### config.mk
export PLATFORM = sky130hd
export DESIGN_NAME = drive_safety_supervisor
export DESIGN_NICKNAME = d
export VERILOG_FILES = /design/src/hw/rtl/dss_pkg.sv /design/src/hw/rtl/drive_safety_supervisor.sv /design/src/hw/rtl/dss_decide.sv
export SDC_FILE = /design/constraint.sdc
export NUM_CORES = 1
export LEC_CHECK = 0
export BUFFER_PORTS_ARGS = -buffer_cell sky130_fd_sc_hd__clkbuf_2
export CAP_MARGIN = 20
export CORE_MARGIN = 2
export CORE_UTILIZATION = 48
export CTS_CLUSTER_DIAMETER = 100
export DETAILED_ROUTE_END_ITERATION = 10
export HOLD_SLACK_MARGIN = 0.06
export MAX_ROUTING_LAYER = met4
export PLACE_DENSITY = 0.74
export SYNTH_ARGS = -nofsm -noshare
export SYNTH_HDL_FRONTEND = slang
export SYNTH_SLANG_ARGS = --single-unit
### constraint.sdc
create_clock -name clk -period 1.76 [get_ports clk]
set_clock_uncertainty 0.2 [all_clocks]
set_input_delay 0.176 -clock clk [delete_from_list [all_inputs] [get_ports clk]]
set_output_delay 0.176 -clock clk [all_outputs]
set_load 0.01 [all_outputs]
### src/hw/rtl/dss_pkg.sv
package dss_pkg;

  typedef enum logic [3:0] {
    OP_INIT           = 4'd0,
    OP_BEGIN_STARTUP  = 4'd1,
    OP_FINISH_STARTUP = 4'd2,
    OP_RUN_REQ        = 4'd3,
    OP_OPEN_LOOP_REQ  = 4'd4,
    OP_STOP           = 4'd5,
    OP_TIMEOUT        = 4'd6,
    OP_ISR_STOP       = 4'd7,
    OP_LATCH_ESTOP    = 4'd8,
    OP_CLEAR_ESTOP    = 4'd9,
    OP_INTERNAL_FAULT = 4'd10,
    OP_QUERY          = 4'd11
  } op_t;

  typedef enum logic [2:0] {
    MODE_STOPPED   = 3'd0,
    MODE_STARTING  = 3'd1,
    MODE_RUNNING   = 3'd2,
    MODE_OPEN_LOOP = 3'd3,
    MODE_TIMEOUT   = 3'd4,
    MODE_FAULT     = 3'd5,
    MODE_ESTOP     = 3'd6
  } mode_t;

  typedef struct packed {
    logic [3:0] opcode;
    logic       estop_level;
    logic       cmd_present;
    logic       critical_fault;
  } event_t;

  typedef struct packed {
    logic  granted;
    mode_t requested_mode;
    mode_t effective_mode;
    logic  estop_latched;
    logic  raise_estop_fault;
    logic  clear_estop_fault;
    logic  raise_timeout_fault;
    logic  clear_timeout_fault;
  } result_t;

endpackage

### src/hw/rtl/drive_safety_supervisor.sv
// Drive safety supervisor: each request carries one event and yields exactly one
// result, presented through the input register and then the result register.
// A new request can be taken every cycle unless the output stalls; throughput is
// one event per cycle, set by the single pass through the decision logic that
// updates the emergency-stop latch and the requested mode. Fault pulses on the
// result apply to that event only and are meant for an external fault manager.
module drive_safety_supervisor (
  input  logic       clk,
  input  logic       rst,
  input  logic       in_valid,
  output logic       in_stall,
  input  logic [3:0] opcode,
  input  logic       estop_level,
  input  logic       cmd_present,
  input  logic       critical_fault,
  output logic       out_valid,
  input  logic       out_stall,
  output logic       granted,
  output logic [2:0] requested_mode,
  output logic [2:0] effective_mode,
  output logic       estop_latched,
  output logic       raise_estop_fault,
  output logic       clear_estop_fault,
  output logic       raise_timeout_fault,
  output logic       clear_timeout_fault
);

  logic             ev_valid;
  dss_pkg::event_t  ev;
  logic             latch;
  dss_pkg::mode_t   mode;
  dss_pkg::result_t res;
  dss_pkg::result_t res_q;
  logic             advance;

  // The result register moves when it is empty or being taken.
  assign advance  = !out_valid || !out_stall;
  assign in_stall = ev_valid && !advance;

  dss_decide u_decide (
    .ev    (ev),
    .latch (latch),
    .mode  (mode),
    .res   (res)
  );

  always_ff @(posedge clk) begin
    if (rst) begin
      ev_valid  <= 1'b0;
      out_valid <= 1'b0;
      latch     <= 1'b0;
      mode      <= dss_pkg::MODE_STOPPED;
    end else begin
      if (advance) begin
        out_valid <= ev_valid;
        if (ev_valid) begin
          latch <= res.estop_latched;
          mode  <= res.requested_mode;
        end
      end
      if (!in_stall) begin
        ev_valid <= in_valid;
      end
    end
  end

  always_ff @(posedge clk) begin
    if (in_valid && !in_stall) begin
      ev.opcode         <= opcode;
      ev.estop_level    <= estop_level;
      ev.cmd_present    <= cmd_present;
      ev.critical_fault <= critical_fault;
    end
    if (advance && ev_valid) begin
      res_q <= res;
    end
  end

  assign granted             = res_q.granted;
  assign requested_mode      = res_q.requested_mode;
  assign effective_mode      = res_q.effective_mode;
  assign estop_latched       = res_q.estop_latched;
  assign raise_estop_fault   = res_q.raise_estop_fault;
  assign clear_estop_fault   = res_q.clear_estop_fault;
  assign raise_timeout_fault = res_q.raise_timeout_fault;
  assign clear_timeout_fault = res_q.clear_timeout_fault;

endmodule

### src/hw/rtl/dss_decide.sv
module dss_decide (
  input  dss_pkg::event_t  ev,
  input  logic             latch,
  input  dss_pkg::mode_t   mode,
  output dss_pkg::result_t res
);

  logic           grant;
  logic           latch_next;
  dss_pkg::mode_t mode_next;
  logic           r_es;
  logic           c_es;
  logic           r_to;
  logic           c_to;

  always_comb begin
    grant      = 1'b1;
    latch_next = latch;
    mode_next  = mode;
    r_es       = 1'b0;
    c_es       = 1'b0;
    r_to       = 1'b0;
    c_to       = 1'b0;
    unique case (ev.opcode)
      dss_pkg::OP_INIT: begin
        latch_next = ev.estop_level;
        mode_next  = dss_pkg::MODE_STOPPED;
        r_es       = ev.estop_level;
      end
      dss_pkg::OP_BEGIN_STARTUP: begin
        latch_next = 1'b0;
        mode_next  = dss_pkg::MODE_STARTING;
      end
      dss_pkg::OP_FINISH_STARTUP: begin
        latch_next = ev.estop_level;
        mode_next  = dss_pkg::MODE_STOPPED;
        r_es       = ev.estop_level;
        c_es       = ~ev.estop_level;
      end
      dss_pkg::OP_RUN_REQ: begin
        if (!ev.cmd_present || mode == dss_pkg::MODE_STARTING || latch ||
            ev.critical_fault || mode == dss_pkg::MODE_OPEN_LOOP) begin
          grant = 1'b0;
        end else begin
          c_to      = 1'b1;
          mode_next = dss_pkg::MODE_RUNNING;
        end
      end
      dss_pkg::OP_OPEN_LOOP_REQ: begin
        if (latch || ev.critical_fault || mode == dss_pkg::MODE_RUNNING ||
            mode == dss_pkg::MODE_OPEN_LOOP || mode == dss_pkg::MODE_STARTING) begin
          grant = 1'b0;
        end else begin
          mode_next = dss_pkg::MODE_OPEN_LOOP;
        end
      end
      dss_pkg::OP_STOP: begin
        mode_next = dss_pkg::MODE_STOPPED;
      end
      dss_pkg::OP_TIMEOUT: begin
        r_to      = 1'b1;
        mode_next = dss_pkg::MODE_TIMEOUT;
      end
      dss_pkg::OP_ISR_STOP: begin
        if (mode != dss_pkg::MODE_STARTING) begin
          mode_next = dss_pkg::MODE_STOPPED;
        end
      end
      dss_pkg::OP_LATCH_ESTOP: begin
        latch_next = 1'b1;
        r_es       = 1'b1;
      end
      dss_pkg::OP_CLEAR_ESTOP: begin
        if (latch) begin
          latch_next = 1'b0;
          c_es       = 1'b1;
          mode_next  = dss_pkg::MODE_STOPPED;
        end
      end
      dss_pkg::OP_INTERNAL_FAULT: begin
        mode_next = dss_pkg::MODE_FAULT;
      end
      default: begin
        // Query and the unused codes leave everything as it is.
      end
    endcase

    res.granted             = grant;
    res.requested_mode      = mode_next;
    res.estop_latched       = latch_next;
    res.raise_estop_fault   = r_es;
    res.clear_estop_fault   = c_es;
    res.raise_timeout_fault = r_to;
    res.clear_timeout_fault = c_to;
    if (latch_next) begin
      res.effective_mode = dss_pkg::MODE_ESTOP;
    end else if (ev.critical_fault) begin
      res.effective_mode = dss_pkg::MODE_FAULT;
    end else begin
      res.effective_mode = mode_next;
    end
  end

endmodule

* Yosys cells after proc, flatten, opt, wreduce, memory -nomap -nowiden *
Cells that the tools add are included.

word-level totals
  register bits = 25
  input port bits = 11
  output and inout bits = 14
  logic and storage cells = 69

cells by class
  equal/unequal tests = 14
  multiplexer cells = 14
  bitwise gates (word level) = 1
  reductions and logical operators = 23

operator list
  kind                                                                   count
  3-bit one-hot mux with 8 select lines                                  1
  4-bit by 3-bit equality test with 1-bit output, second input constant  4
  4-bit equality test, second input constant                             3
  3-bit two-way mux                                                      4
  1-bit logical OR                                                       9
  4-bit by 2-bit equality test with 1-bit output, second input constant  2
  3-bit by 2-bit equality test with 1-bit output, second input constant  2
  1-bit one-hot mux with 2 select lines                                  3
  2-bit OR reduction                                                     3
  1-bit zero test                                                        5
  4-bit by 1-bit equality test with 1-bit output, second input constant  1
  4-bit zero test                                                        1
  1-bit two-way mux                                                      4
  3-bit by 1-bit equality test with 1-bit output, second input constant  1
  1-bit logical AND                                                      3
  3-bit by 1-bit != test with 1-bit output, second input constant        1
  1-bit one-hot mux with 3 select lines                                  1
  3-bit OR reduction                                                     1
  2-bit two-way mux                                                      1
  2-bit AND reduction                                                    1
  1-bit NOT                                                              1

* Longest topological paths before layout *
  depth after elaboration = 8
  gate-level depth with buffers = 7
  gate-level depth less buffers = 5

* By module *
Synthesis repeated with hierarchy kept, for this count alone.

unflattened totals
  cell total of the unflattened synthesis = 107
  area, all modules = 1243.7 um^2

modules (own cells, without submodules)
  module                   instances  cells an instance  area an instance (um^2)  seq. area each (um^2)
  drive_safety_supervisor  1          46                 833.3                    690.7
  dss_decide               1          61                 410.4                    0.0

* Worst setup path after synthesis *
No wires, ideal clock.

  kind = register -> register
  from = reg ev[4] (netlist name)
  to = reg res_q, in the netlist effective_mode[2] (data pin)
  setup time = 0.263 ns
  arrival time = 1.387 ns
  data required time = 1.297 ns
  slack = -0.090 ns
  stages on the path, launching flop included = 6
  buffers on the path = 1
  period minus slack after synthesis = 1.850 ns
  cell sequence = edfxtp_1 buf_2 and3_4 a22oi_4 nand2_2 a2111o_1

between the ends
  longest elaborated chain between the ends = 4
  elaborated cells on any way between the ends = 17
  those cells by class = eq/ne: 10; mux: 2; reduce/logical: 5

RTL lines
  element                                                                       line                           RTL
  4-bit by 1-bit equality test with 1-bit output, or another cell as far along  dss_decide.sv:24               unique case (ev.opcode)
  2-bit OR reduction (no line)                                                  -
  1-bit one-hot mux with 3 select lines                                         dss_decide.sv:24
  2-bit OR reduction (no line)                                                  -
  end signal: assignment                                                        drive_safety_supervisor.sv:75  res_q <= res;
  end: declaration                                                              drive_safety_supervisor.sv:33  dss_pkg::result_t res_q;

Several ways; a longest one is shown, not always the timed one.
A chain may end at the register's enable or synchronous reset.

==> results by group <==
Timing
  – Final WS setup: -167 ps
  – Min Tclk post-route: 1930 ps
  – Fin. max-slew vios: 0
  – # setup viols final: 9
  – Fin crit share: 1.09
  – Unrepaired setup endpoints after global routing: yes
  – Fmax achieved: 519 MHz
  – Max-slew headroom: 0.668
  – Final Hold Vio Count: 0
  – Worst slew pin tran: 499 ps

Logic synthesis
  – Most frequent cell after synthesis: edfxtp_1
  – Adder-cell share of the synthesized area: 0.00821
  – Syn Area/Cell: 11.3 um2
  – Register bit total from synthesis: 25
  – Asr flop ratio synth: 0
  – Multiplexer share of the synthesized area: 0.00821
  – Sequential-to-total area share from yosys stat: 0.567
  – Post-Syn Instances: 108
  – Synthesized Nets: 119
  – Synth Area in XOR/XNOR: 0
  – Yosys top cell area share: 0.468
  – Commonest cells post-synth: 19 x edfxtp_1, 12 x nor2_1, 8 x nand2_1, 6 x a21oi_1, 6 x dfxtp_1
  – Compound-Gate Fraction of Synth Area: 0.181
  – Post-synthesis cell type count: 44
  – Top cells by area, synth: edfxtp_1 47%, dfxtp_1 9.9%, nor2_1 3.7%
  – Synth Flop Type: edfxtp_1
  – Post-synthesis cell area: 1220 um2
  – Simple-gate area share of the yosys netlist: 0.201
  – Warnings from Yosys: 0
  – Largest family of logic cells by synthesized area: simple AND/OR/NAND/NOR gates
  – Top cell type by total area after synthesis: edfxtp_1
  – Number of flops mapped to enable cells by yosys: 19

Power and ir drop
  – Switching Share: 0.267
  – Clock share of power: 0.227
  – Max IR drop VDD: 0.557 mV
  – Design Power: 1200 uW
  – Power share of the combinational group: 0.202
  – Register share of total power: 0.570
  – Switching pwr: 321 uW
  – Cell Int Power: 879 uW
  – Pwr Density: 664 nW/um2
  – Leak: 0.000793 uW

Status
  – Status: finished with violations
  – Violated checks: negative setup slack

Global route
  – Vias in the first global route: 1029
  – GRT overflow: 0
  – Initial antenna violation count: 0
  – Largest net degree at the start of global routing: 16
  – All-Layer GR Usage: 0.223
  – Global-route wire length before repair: 4.49 mm

Routing
  – DR iter-0 viols: 43
  – Total wire length: 3.27 mm
  – Vias/cell: 5.64
  – Vias: 1145
  – DRT Pass-1 Iters: 4
  – Avg WL per Cell: 16.1 um
  – Post-route antenna net violation count: 0
  – Residual DRC: 0

Layout
  – Layout Nets: 185
  – Area growth syn-to-layout: 48.3%
  – Layout cells sized above 1: 0.462
  – Reg area: 691 um2
  – Area of the multi-input gates: 561 um2
  – Diodes inserted: 0
  – Fin util: 0.743
  – # fillers: 168

Worst setup path
  – CP startpoint kind: flip-flop
  – CP max FO: 4
  – Critical Path Sink Type: flip-flop
  – Worst Path Arrival: 1850 ps
  – Crit Path Category: flip-flop to flip-flop
  – CP Data Required Time: 1680 ps

Clocking
  – CTS H-tree lvls: 1
  – CTS tree: built
  – CTS buffer count: 3
  – CTS clk-pin slew, worst paths: 150 ps
  – Maximum clock path buffer count: 2
  – CTS sink cnt: 25
  – Clock Tree Root: clkbuf_4
  – Clock Latency Late Sink: 340 ps

Floorplanning
  – Core area: 2430 um2
  – Die height: 54.4 um
  – Die ar.: 2960 um2
  – Initial Util: 0.501
  – Horiz. Die Dim: 54.4 um
  – Num ports: 25
  – FP Rows: 18

Flow run
  – Max Cap Viol: 0

Place
  – GPL Wtd Cong: 0.859
  – PortBufs: 24
  – Detailed placement HPWL: 1.86 mm

Min path
  – Type of the tightest min-delay check: primary input to flip-flop
[path summary, 6_finish.rpt]
kind                                         start                               to  slack (ps)  cells after the start
worst min-delay path                     out_stall             mode[1]$_SDFFE_PP0P_         130                      4
worst max register to register     ev[4]$_DFFE_PP_  effective_mode[0]$_SDFFCE_PP0P_        -170                      6
worst min register to register  latch$_SDFFE_PP0P_               latch$_SDFFE_PP0P_         360                      2
worst max-delay path               ev[4]$_DFFE_PP_  effective_mode[0]$_SDFFCE_PP0P_        -170                      6
[routing by layer]
layer | part of all wire | wire [um] | global-route usage
met1 | 0.40 | 1300 | 0.250
met2 | 0.53 | 1730 | 0.402
met3 | 0.062 | 202 | 0.0246
met4 | 0.014 | 45 | 0.0875
met5 | 0 | 0 | -
[power groups by stage]
| stage | logic, uW | clock network (uW) | registers, uW |
|---|---|---|---|
| after global routing | 260 | 295 | 687 |
| final | 243 | 273 | 684 |
| after detailed placement | 166 | 0 | 700 |
| after floorplan | 93.5 | 0 | 702 |
| after global placement | 161 | 0 | 698 |
| after CTS | 218 | 270 | 682 |
[metrics by stage]
stage / cells / hold slack (ps) / cell area (um2) / TNS (ps) / setup slack [ps]
after floorplan: 108 / 45.1 / 1230 / -15.5 / -15.5
after global placement: 175 / 153 / 1490 / -233 / -115
after detailed placement: 175 / 155 / 1490 / -452 / -171
after CTS: 202 / 101 / 1740 / -208 / -102
after global routing: 203 / 153 / 1810 / -1360 / -229
final: 203 / 133 / 1810 / -710 / -167
[flip-flops by register name, indices dropped and copies added (netlist names)]
name / count
ev: 7
granted: 1
effective_mode: 3
requested_mode: 3
raise_timeout_fault: 1
mode: 3
clear_timeout_fault: 1
estop_latched: 1
clear_estop_fault: 1
raise_estop_fault: 1
out_valid: 1
latch: 1
ev_valid: 1
[critical path: stages (launching register included)]
cell	delay, ps
edfxtp_1	470
and2b_2	320
buf_6	110
nor3_2	40
a31o_1	250
a21o_1	180
o21ba_1	160
[area by class of cell]
cell class / count / share of cell area
Multi-Input combinational cell: 74 / 0.310
Tap cell: 30 / 0.0208
Timing Repair Buffer: 66 / 0.262
Clock inverter: 1 / 0.00346
Inverter: 4 / 0.00831
Sequential cell: 25 / 0.382
Clock buffer: 3 / 0.0125
[timing repair]
item                                    4_1_cts  5_1_grt
setup buffers                                13        3
endpoints found under the setup margin        7       10
endpoints found under the hold margin        12        0
hold buffers                                 11        0
resized for setup                             8       13
pin swaps                                     9       10
[cells by family after synthesis]
group                    count (synthesis)
AO/OA/AOI/OAI                           28
adder cells (fa/ha/maj)                  1
buffers and inverters                    9
flip-flops                              25
multiplexers                             1
AND/OR/NAND/NOR                         44
[cells in the final DEF (no fill, tap or decap), types with 4 or more instances in the layout]
cell and count:
a21oi_1 4, buf_4 24, buf_6 5, clkbuf_2 24, dfxtp_1 6, dlygate4sd3_1 11
edfxtp_1 19, inv_1 4, nand2_1 8, nor2_1 11
Power figures use the tool's default switching activity.
